$ cat src/hdl/japs_pkg.sv
// japs_pkg: types, codes and default constants for the joystick average
// position stepper. No dependencies; used by joystick_average_position_stepper.
`timescale 1ns / 1ps

package japs_pkg;

  // field widths
  localparam int SAMPLE_W = 12;
  localparam int POS_W    = 8;
  localparam int DIR_W    = 2;
  localparam int CFG_W    = 12;
  localparam int CFG_IDX_W = 2;

  // default averaging window
  localparam int DEFAULT_WINDOW = 16;

  // register reset values
  localparam logic [SAMPLE_W-1:0] HIGH_THRESHOLD_RST = 12'd3500;
  localparam logic [SAMPLE_W-1:0] LOW_THRESHOLD_RST  = 12'd500;
  localparam logic [POS_W-1:0]    MAX_POSITION_RST   = 8'd180;

  // largest average
  localparam logic [SAMPLE_W-1:0] AVG_MAX = 12'hFFF;

  // register indexes
  localparam logic [CFG_IDX_W-1:0] CFG_HIGH_THRESHOLD = 2'd0;
  localparam logic [CFG_IDX_W-1:0] CFG_LOW_THRESHOLD  = 2'd1;
  localparam logic [CFG_IDX_W-1:0] CFG_MAX_POSITION   = 2'd2;

  // item kinds
  localparam logic MODE_SAMPLE = 1'b0;
  localparam logic MODE_STEP   = 1'b1;

  // direction codes
  localparam logic [DIR_W-1:0] DIR_NONE = 2'd0;
  localparam logic [DIR_W-1:0] DIR_UP   = 2'd1;
  localparam logic [DIR_W-1:0] DIR_DOWN = 2'd2;

  typedef struct packed {
    logic                mode;
    logic [SAMPLE_W-1:0] sample;
  } in_item_t;

  typedef struct packed {
    logic [SAMPLE_W-1:0] filtered_value;
    logic [POS_W-1:0]    position;
    logic [DIR_W-1:0]    direction;
  } out_item_t;

endpackage

$ cat src/hdl/joystick_average_position_stepper.sv
// Joystick moving-average filter with threshold position stepper.
// Depends on japs_pkg and japs_ram.
`timescale 1ns / 1ps
//
// Usage
//   in_*  : valid/ready request channel, one in_item_t per request. A sample
//           request (mode 0) adds a 12-bit reading to a moving average over
//           the last WINDOW readings; a step request (mode 1) compares the
//           current average with the thresholds and moves the position by one.
//   out_* : valid/ready channel, exactly one out_item_t per input request
//           with the average, the position and the step direction.
//   cfg_* : write-only register port (high_threshold, low_threshold,
//           max_position), written while the block is idle.
// Timing
//   One request per cycle sustained while out_* is not stalled. A result is
//   registered into out_data, or into the skid entry while out_* is held.
//   The rate is set by the update of the running sum, whose oldest ring
//   entry is read ahead, registered, from the ring RAM at the next pointer.
// Reset
//   rst clears the sum, pointer, average, position and fill flag; no
//   clearing pass is needed, entries not yet written count as zero.
// Stall
//   A two-entry output buffer lets one more request in while a result
//   waits; with both entries full in_ready drops until out_ready.

module joystick_average_position_stepper #(
  parameter int WINDOW = japs_pkg::DEFAULT_WINDOW
) (
  input  logic                                 clk,
  input  logic                                 rst,
  input  logic                                 in_valid,
  output logic                                 in_ready,
  input  japs_pkg::in_item_t                   in_data,
  output logic                                 out_valid,
  input  logic                                 out_ready,
  output japs_pkg::out_item_t                  out_data,
  input  logic                                 cfg_we,
  input  logic [japs_pkg::CFG_IDX_W-1:0]       cfg_index,
  input  logic [japs_pkg::CFG_W-1:0]           cfg_data
);

  import japs_pkg::*;

  localparam int PTR_W = $clog2(WINDOW);
  localparam int SUM_W = SAMPLE_W + $clog2(WINDOW);
  localparam int SHIFT = $clog2(WINDOW + 1) - 1;
  localparam logic [PTR_W-1:0] PTR_LAST = PTR_W'(WINDOW - 1);

  // configuration
  logic [SAMPLE_W-1:0] high_threshold;
  logic [SAMPLE_W-1:0] low_threshold;
  logic [POS_W-1:0]    max_position;

  // filter and stepper state
  logic [PTR_W-1:0]    ring_pointer;
  logic [PTR_W-1:0]    ring_pointer_next;
  logic                ring_full;
  logic [SUM_W-1:0]    running_sum;
  logic [SUM_W-1:0]    running_sum_next;
  logic [SAMPLE_W-1:0] average_reg;
  logic [SAMPLE_W-1:0] average_next;
  logic [POS_W-1:0]    position_reg;
  logic [POS_W-1:0]    position_next;
  logic [DIR_W-1:0]    direction;

  // output buffer
  logic      skid_valid;
  out_item_t skid_data;
  out_item_t result;

  logic [SAMPLE_W-1:0] ram_rdata;
  logic [SAMPLE_W-1:0] oldest;
  logic [SUM_W-1:0]    shifted;
  logic                in_fire;
  logic                sample_fire;
  logic                out_take;

  assign in_ready    = !skid_valid;
  assign in_fire     = in_valid && in_ready;
  assign sample_fire = in_fire && (in_data.mode == MODE_SAMPLE);
  assign out_take    = out_valid && out_ready;

  // pointer advance; the RAM reads ahead at the next pointer
  always_comb begin
    ring_pointer_next = ring_pointer;
    if (sample_fire) begin
      ring_pointer_next = (ring_pointer == PTR_LAST) ? '0 : ring_pointer + 1'b1;
    end
  end

  japs_ram #(
    .WIDTH (SAMPLE_W),
    .DEPTH (WINDOW)
  ) u_ring (
    .clk   (clk),
    .we    (sample_fire),
    .waddr (ring_pointer),
    .wdata (in_data.sample),
    .raddr (ring_pointer_next),
    .rdata (ram_rdata)
  );

  // entries before the first wrap have never been written: they count as zero
  assign oldest = ring_full ? ram_rdata : '0;

  // running sum and average
  always_comb begin
    running_sum_next = running_sum - SUM_W'(oldest) + SUM_W'(in_data.sample);
    shifted          = running_sum_next >> SHIFT;
    average_next     = (shifted > SUM_W'(AVG_MAX)) ? AVG_MAX : shifted[SAMPLE_W-1:0];
  end

  // threshold stepper
  always_comb begin
    position_next = position_reg;
    direction     = DIR_NONE;
    if (average_reg > high_threshold) begin
      direction     = DIR_UP;
      position_next = (position_reg >= max_position) ? max_position
                                                     : position_reg + 1'b1;
    end else if (average_reg < low_threshold) begin
      direction = DIR_DOWN;
      if (position_reg != '0) begin
        position_next = position_reg - 1'b1;
      end
    end
  end

  // result of the request being accepted
  always_comb begin
    if (in_data.mode == MODE_SAMPLE) begin
      result.filtered_value = average_next;
      result.position       = position_reg;
      result.direction      = DIR_NONE;
    end else begin
      result.filtered_value = average_reg;
      result.position       = position_next;
      result.direction      = direction;
    end
  end

  // configuration registers
  always_ff @(posedge clk) begin
    if (rst) begin
      high_threshold <= HIGH_THRESHOLD_RST;
      low_threshold  <= LOW_THRESHOLD_RST;
      max_position   <= MAX_POSITION_RST;
    end else if (cfg_we) begin
      case (cfg_index)
        CFG_HIGH_THRESHOLD: high_threshold <= cfg_data[SAMPLE_W-1:0];
        CFG_LOW_THRESHOLD:  low_threshold  <= cfg_data[SAMPLE_W-1:0];
        CFG_MAX_POSITION:   max_position   <= cfg_data[POS_W-1:0];
        default: ;
      endcase
    end
  end

  // filter and stepper state update
  always_ff @(posedge clk) begin
    if (rst) begin
      ring_pointer <= '0;
      ring_full    <= 1'b0;
      running_sum  <= '0;
      average_reg  <= '0;
      position_reg <= '0;
    end else if (in_fire) begin
      if (in_data.mode == MODE_SAMPLE) begin
        ring_pointer <= ring_pointer_next;
        running_sum  <= running_sum_next;
        average_reg  <= average_next;
        if (ring_pointer == PTR_LAST) begin
          ring_full <= 1'b1;
        end
      end else begin
        position_reg <= position_next;
      end
    end
  end

  // two-entry output buffer
  always_ff @(posedge clk) begin
    if (rst) begin
      out_valid  <= 1'b0;
      skid_valid <= 1'b0;
    end else if (in_fire) begin
      if (!out_valid || out_take) begin
        out_valid <= 1'b1;
        out_data  <= result;
      end else begin
        skid_valid <= 1'b1;
        skid_data  <= result;
      end
    end else if (out_take) begin
      if (skid_valid) begin
        out_data   <= skid_data;
        skid_valid <= 1'b0;
      end else begin
        out_valid <= 1'b0;
      end
    end
  end

`ifndef NO_ASSERTIONS
  // a buffered result always sits behind a visible one
  a_skid_behind_out: assert property (@(posedge clk) disable iff (rst)
    skid_valid |-> out_valid)
    else $error("skid entry held without an output entry");

  // the ring only counts as full after the pointer wraps
  a_full_after_reset: assert property (@(posedge clk)
    $past(rst) |-> !ring_full)
    else $error("ring marked full right after reset");

  // a sample at the last slot wraps the pointer and fills the ring
  a_pointer_wrap: assert property (@(posedge clk) disable iff (rst)
    (sample_fire && ring_pointer == PTR_LAST) |=> (ring_pointer == '0 && ring_full))
    else $error("ring pointer did not wrap");

  // a step request leaves the filter state alone
  a_step_keeps_sum: assert property (@(posedge clk) disable iff (rst)
    (in_fire && in_data.mode == MODE_STEP) |=>
      ($stable(running_sum) && $stable(ring_pointer)))
    else $error("step request changed the filter state");

  // a sample request never moves the position
  a_sample_keeps_pos: assert property (@(posedge clk) disable iff (rst)
    sample_fire |=> $stable(position_reg))
    else $error("sample request moved the position");
`endif

endmodule

$ cat src/hdl/japs_ram.sv
// japs_ram: generic simple dual-port RAM, one write and one registered read
// port. No dependencies.
`timescale 1ns / 1ps

module japs_ram #(
  parameter int WIDTH = 12,
  parameter int DEPTH = 16
) (
  input  logic                     clk,
  input  logic                     we,
  input  logic [$clog2(DEPTH)-1:0] waddr,
  input  logic [WIDTH-1:0]         wdata,
  input  logic [$clog2(DEPTH)-1:0] raddr,
  output logic [WIDTH-1:0]         rdata
);

  logic [WIDTH-1:0] mem [DEPTH];

  // write port and registered read
  always_ff @(posedge clk) begin
    if (we) begin
      mem[waddr] <= wdata;
    end
    rdata <= mem[raddr];
  end

endmodule
$ cat config.mk
export PLATFORM = sky130hd
export DESIGN_NAME = joystick_average_position_stepper
export DESIGN_NICKNAME = d
export VERILOG_FILES = /design/src/hdl/japs_pkg.sv /design/src/hdl/joystick_average_position_stepper.sv /design/src/hdl/japs_ram.sv
export SDC_FILE = /design/constraint.sdc
export NUM_CORES = 1
export LEC_CHECK = 0
export BUFFER_PORTS_ARGS = -buffer_cell sky130_fd_sc_hd__buf_2
export CAP_MARGIN = 20
export CORE_ASPECT_RATIO = 1.4
export CORE_UTILIZATION = 62
export DETAILED_ROUTE_END_ITERATION = 16
export PLACE_DENSITY = 0.79
export SLEW_MARGIN = 10
export SYNTH_ARGS = -nofsm -noshare
export SYNTH_HDL_FRONTEND = slang
export SYNTH_SLANG_ARGS = --single-unit
$ cat constraint.sdc
create_clock -name clk -period 5.4 [get_ports clk]
set_input_delay 1.08 -clock clk [delete_from_list [all_inputs] [get_ports clk]]
set_output_delay 1.08 -clock clk [all_outputs]
set_load 0.01 [all_outputs]
==> out/qor.yml <==
status:
  status: "finished clean"
min_path:
  whs_path_depth: 2
  whs_endpoint: "low_threshold[0]$_SDFFE_PP0P_"
  hp-start: "low_threshold[0]$_SDFFE_PP0P_"
  hold_class: "register to register"
global_routing:
  grt_pass1_vias: 9079
  grt_max_degree: 50
  global_route.overflow_total: 0
  grt_usage: 0.281
  grt_pass1_wl_um: 48900
  antenna_found_initial: 1
critical_path:
  crit_fanout: 17
  slowest_delay_ps: 600
  r2r-start: "ring_full$_SDFFE_PP0P_"
  rr_worst_depth: 12
  cp-start-kind: "primary input"
  r2r-end: "out_data[21]$_DFFE_PP_"
  critical_path.endpoint_type: "register"
  crit_arrival_ps: 4200
  crit_slowest_cell: "fa_1"
  worst-r2r-setup-slack_ps: 1810
  worstPathCellList: "buf_2 > inv_1 > fa_1 > inv_1 > ha_1 > a211oi_1 > o21ai_0 > a31oi_1 > o21ai_0 > mux2i_1 > nand4_1 > xnor2_1 > mux2_2"
  crit_type: "primary input to register"
  required_ps: 5730
clocking:
  cts_tree: "built"
  hold_buffers: 0
  clkSinkCount: 312
  cts-root-buf: "clkbuf_16"
  htreeDepth: 1
  clock_path_buffers: 3
  clk_pin_slew_ps: 70
  cts-resized-gates: 0
  insertion_delay_ps: 570
  numCtsBuffers: 29
  postCtsSetupRepairBufs: 0
synthesis:
  synth-async-reset-ratio: 0
  yosys_most_used_dff: "edfxtp_1"
  syn_nets: 1192
  syn_area_sq_um: 14200
  yosys_warnings: 0
  seq_area_frac_synth: 0.605
  synth_top_cell_by_area: "edfxtp_1"
  synth-edff-count: 236
  synth.area.top_cells: "edfxtp_1, dfxtp_1, mux4_2"
  syn_inst: 1094
  synth_area_per_cell_sq_um: 13.0
  synth_top_area_share: 0.498
  synth.distinct_cells: 59
  ys_seq_elements: 312
cells_and_area:
  layout_common_cells: "edfxtp_1, nand2_1, inv_1, dfxtp_1, nor2_1"
  finish.net_count: 1247
  fill_cells: 1530
  multi_input_area_sq_um: 5120
  top_register: "u_ring.mem"
  seq_area_sq_um: 8610
  largest_register_ffs: 192
  postLayoutCellArea_sq_um: 15800
  drive_gt1_frac: 0.172
  final_common_cell: "edfxtp_1"
  area_growth_syn_to_layout_pct: 11.2
  reg_top3: "u_ring.mem: 192 flops, out_data: 22 flops, skid_data: 22 flops"
floorplanning:
  fp.dieArea_sq_um: 23600
  start_util: 0.631
  rows: 65
  die_h_um: 181
  die-width_um: 130
  num_io_pins: 56
  core-area_sq_um: 22500
timing:
  finClkSkew_ps: 18.8
  relSlewSlack: 0.291
  period_share: 0.718
  hold_violations: 0
  tns_ps: 0
  setup_viol: 0
  timing.hold.ws_ps: 453
  rsz0062_at_grt: "false"
  tightest_slew_ps: 1060
  clock.fmax_mhz: 258
  min_period_ps: 3880
  drv_slew: 0
power:
  powerDensity_nw_per_um2: 355
  leakagePower_nw: 5.86
  swShare: 0.264
  internal_power_mw: 4.13
  switching_power_mw: 1.48
  power_frac_seq: 0.490
  finalPower_mw: 5.61
  irDropWorstVdd_mv: 0.292
  p_comb_frac: 0.159
  clkPwrFrac: 0.351
run:
  cap_violations: 0
routing:
  wl_um: 31400
  viasPerCell: 6.06
  dr.pass1.iters: 5
  postRouteAntennaNets: 0
  drc: 0
  drt_iter0_markers: 702
  wl_per_cell_um: 21.3
  vias: 8935
placed_design:
  numPortBuffers: 55
  dpl-instance-area_sq_um: 14900
  finalWeightedCongestion: 0.910
  hpwlAfterDp_um: 20500
-- worst max-delay path by stage --
stage	cells after the start	slack, ps	to	startpoint
final	13	1520	out_data[21]$_DFFE_PP_	in_data[1]
after global routing	13	1270	out_data[21]$_DFFE_PP_	in_data[2]
after CTS	13	1530	out_data[21]$_DFFE_PP_	in_data[1]
after detailed placement	13	950	out_data[21]$_DFFE_PP_	in_data[1]
after global placement	13	1030	out_data[21]$_DFFE_PP_	in_data[1]
after floorplan	4	1090	skid_data[0]$_DFFE_PP_	in_valid
-- cell families after synthesis --
logic type / Yosys count / synth area share
DFF: 312 / 0.605
and+or+nand+nor: 282 / 0.0912
AOI/OAI and AO/OA: 196 / 0.0857
buffers and inverters: 137 / 0.0411
muxes: 80 / 0.0994
adders and majority gates: 66 / 0.0644
xor gates and xnor gates: 21 / 0.0129
-- through the flow --
| step | worst slack [ps] | utilization | std cells |
|---|---|---|---|
| after floorplan | 1090 | - | 1094 |
| after global placement | 1030 | 0.661 | 1418 |
| after detailed placement | 954 | 0.661 | 1419 |
| after CTS | 1530 | 0.702 | 1473 |
| after global routing | 1270 | 0.702 | 1474 |
| final | 1520 | 0.702 | 1474 |
-- critical path, delay by kind of cell --
family          cells  cell delay, ps
fa+ha+maj           2             900
compound gates      4            1010
buf+inv             3             420
mux                 2             500
xor+xnor            1             170
simple gates        1             130
-- cells in the mapped netlist (2+ instances only) --
master      n
edfxtp_1  236
nand2_1   102
inv_1      82
nor2_1     82
dfxtp_1    76
a21oi_1    69
ha_1       54
mux4_2     48
o21ai_0    48
clkbuf_1   35
a211oi_1   22
mux2i_1    22
nor2b_1    21
nor3_1     15
a211o_1    14
fa_1       12
nand3_1    12
xnor2_1    12
and2_1     11
mux2_2     10
a31oi_1     9
xor2_1      9
buf_2       8
nand2b_1    8
and3_1      7
buf_6       7
nand4_1     5
o31ai_1     5
a21o_1      4
a22o_1      4
nand3b_1    4
o211ai_1    3
o21a_1      3
o21bai_1    3
a31o_2      2
buf_1       2
buf_4       2
nor3b_1     2
nor4_1      2
or3_1       2
or4_1       2
-- power groups by stage --
stage / Combinational (mW) / Clock (mW) / Sequential [mW]
after global placement: 0.856 / 0 / 2.80
after detailed placement: 0.883 / 0 / 2.80
final: 0.895 / 1.97 / 2.75
after CTS: 0.893 / 1.98 / 2.75
after floorplan: 0.668 / 0 / 2.77
after global routing: 1.00 / 2.08 / 2.75
-- routing by layer --
layer / up-vias / GRT usage / wire (um)
met5: - / 0 / 0
li1: 4109 / - / -
met4: 0 / 0.147 / 1750
met3: 114 / 0.0355 / 1730
met2: 340 / 0.500 / 16600
met1: 4372 / 0.327 / 11400
-- layout make-up --
class                   instances  area share
flip-flops and latches        312       0.544
multi-input cells             645       0.324
clock buffers                  33      0.0468
repair buffers                 78      0.0304
well taps                     301      0.0238
inverters                      83      0.0197
clock inverters                21      0.0108
diodes                          1    0.000158
Power figures use the tool's default switching activity.
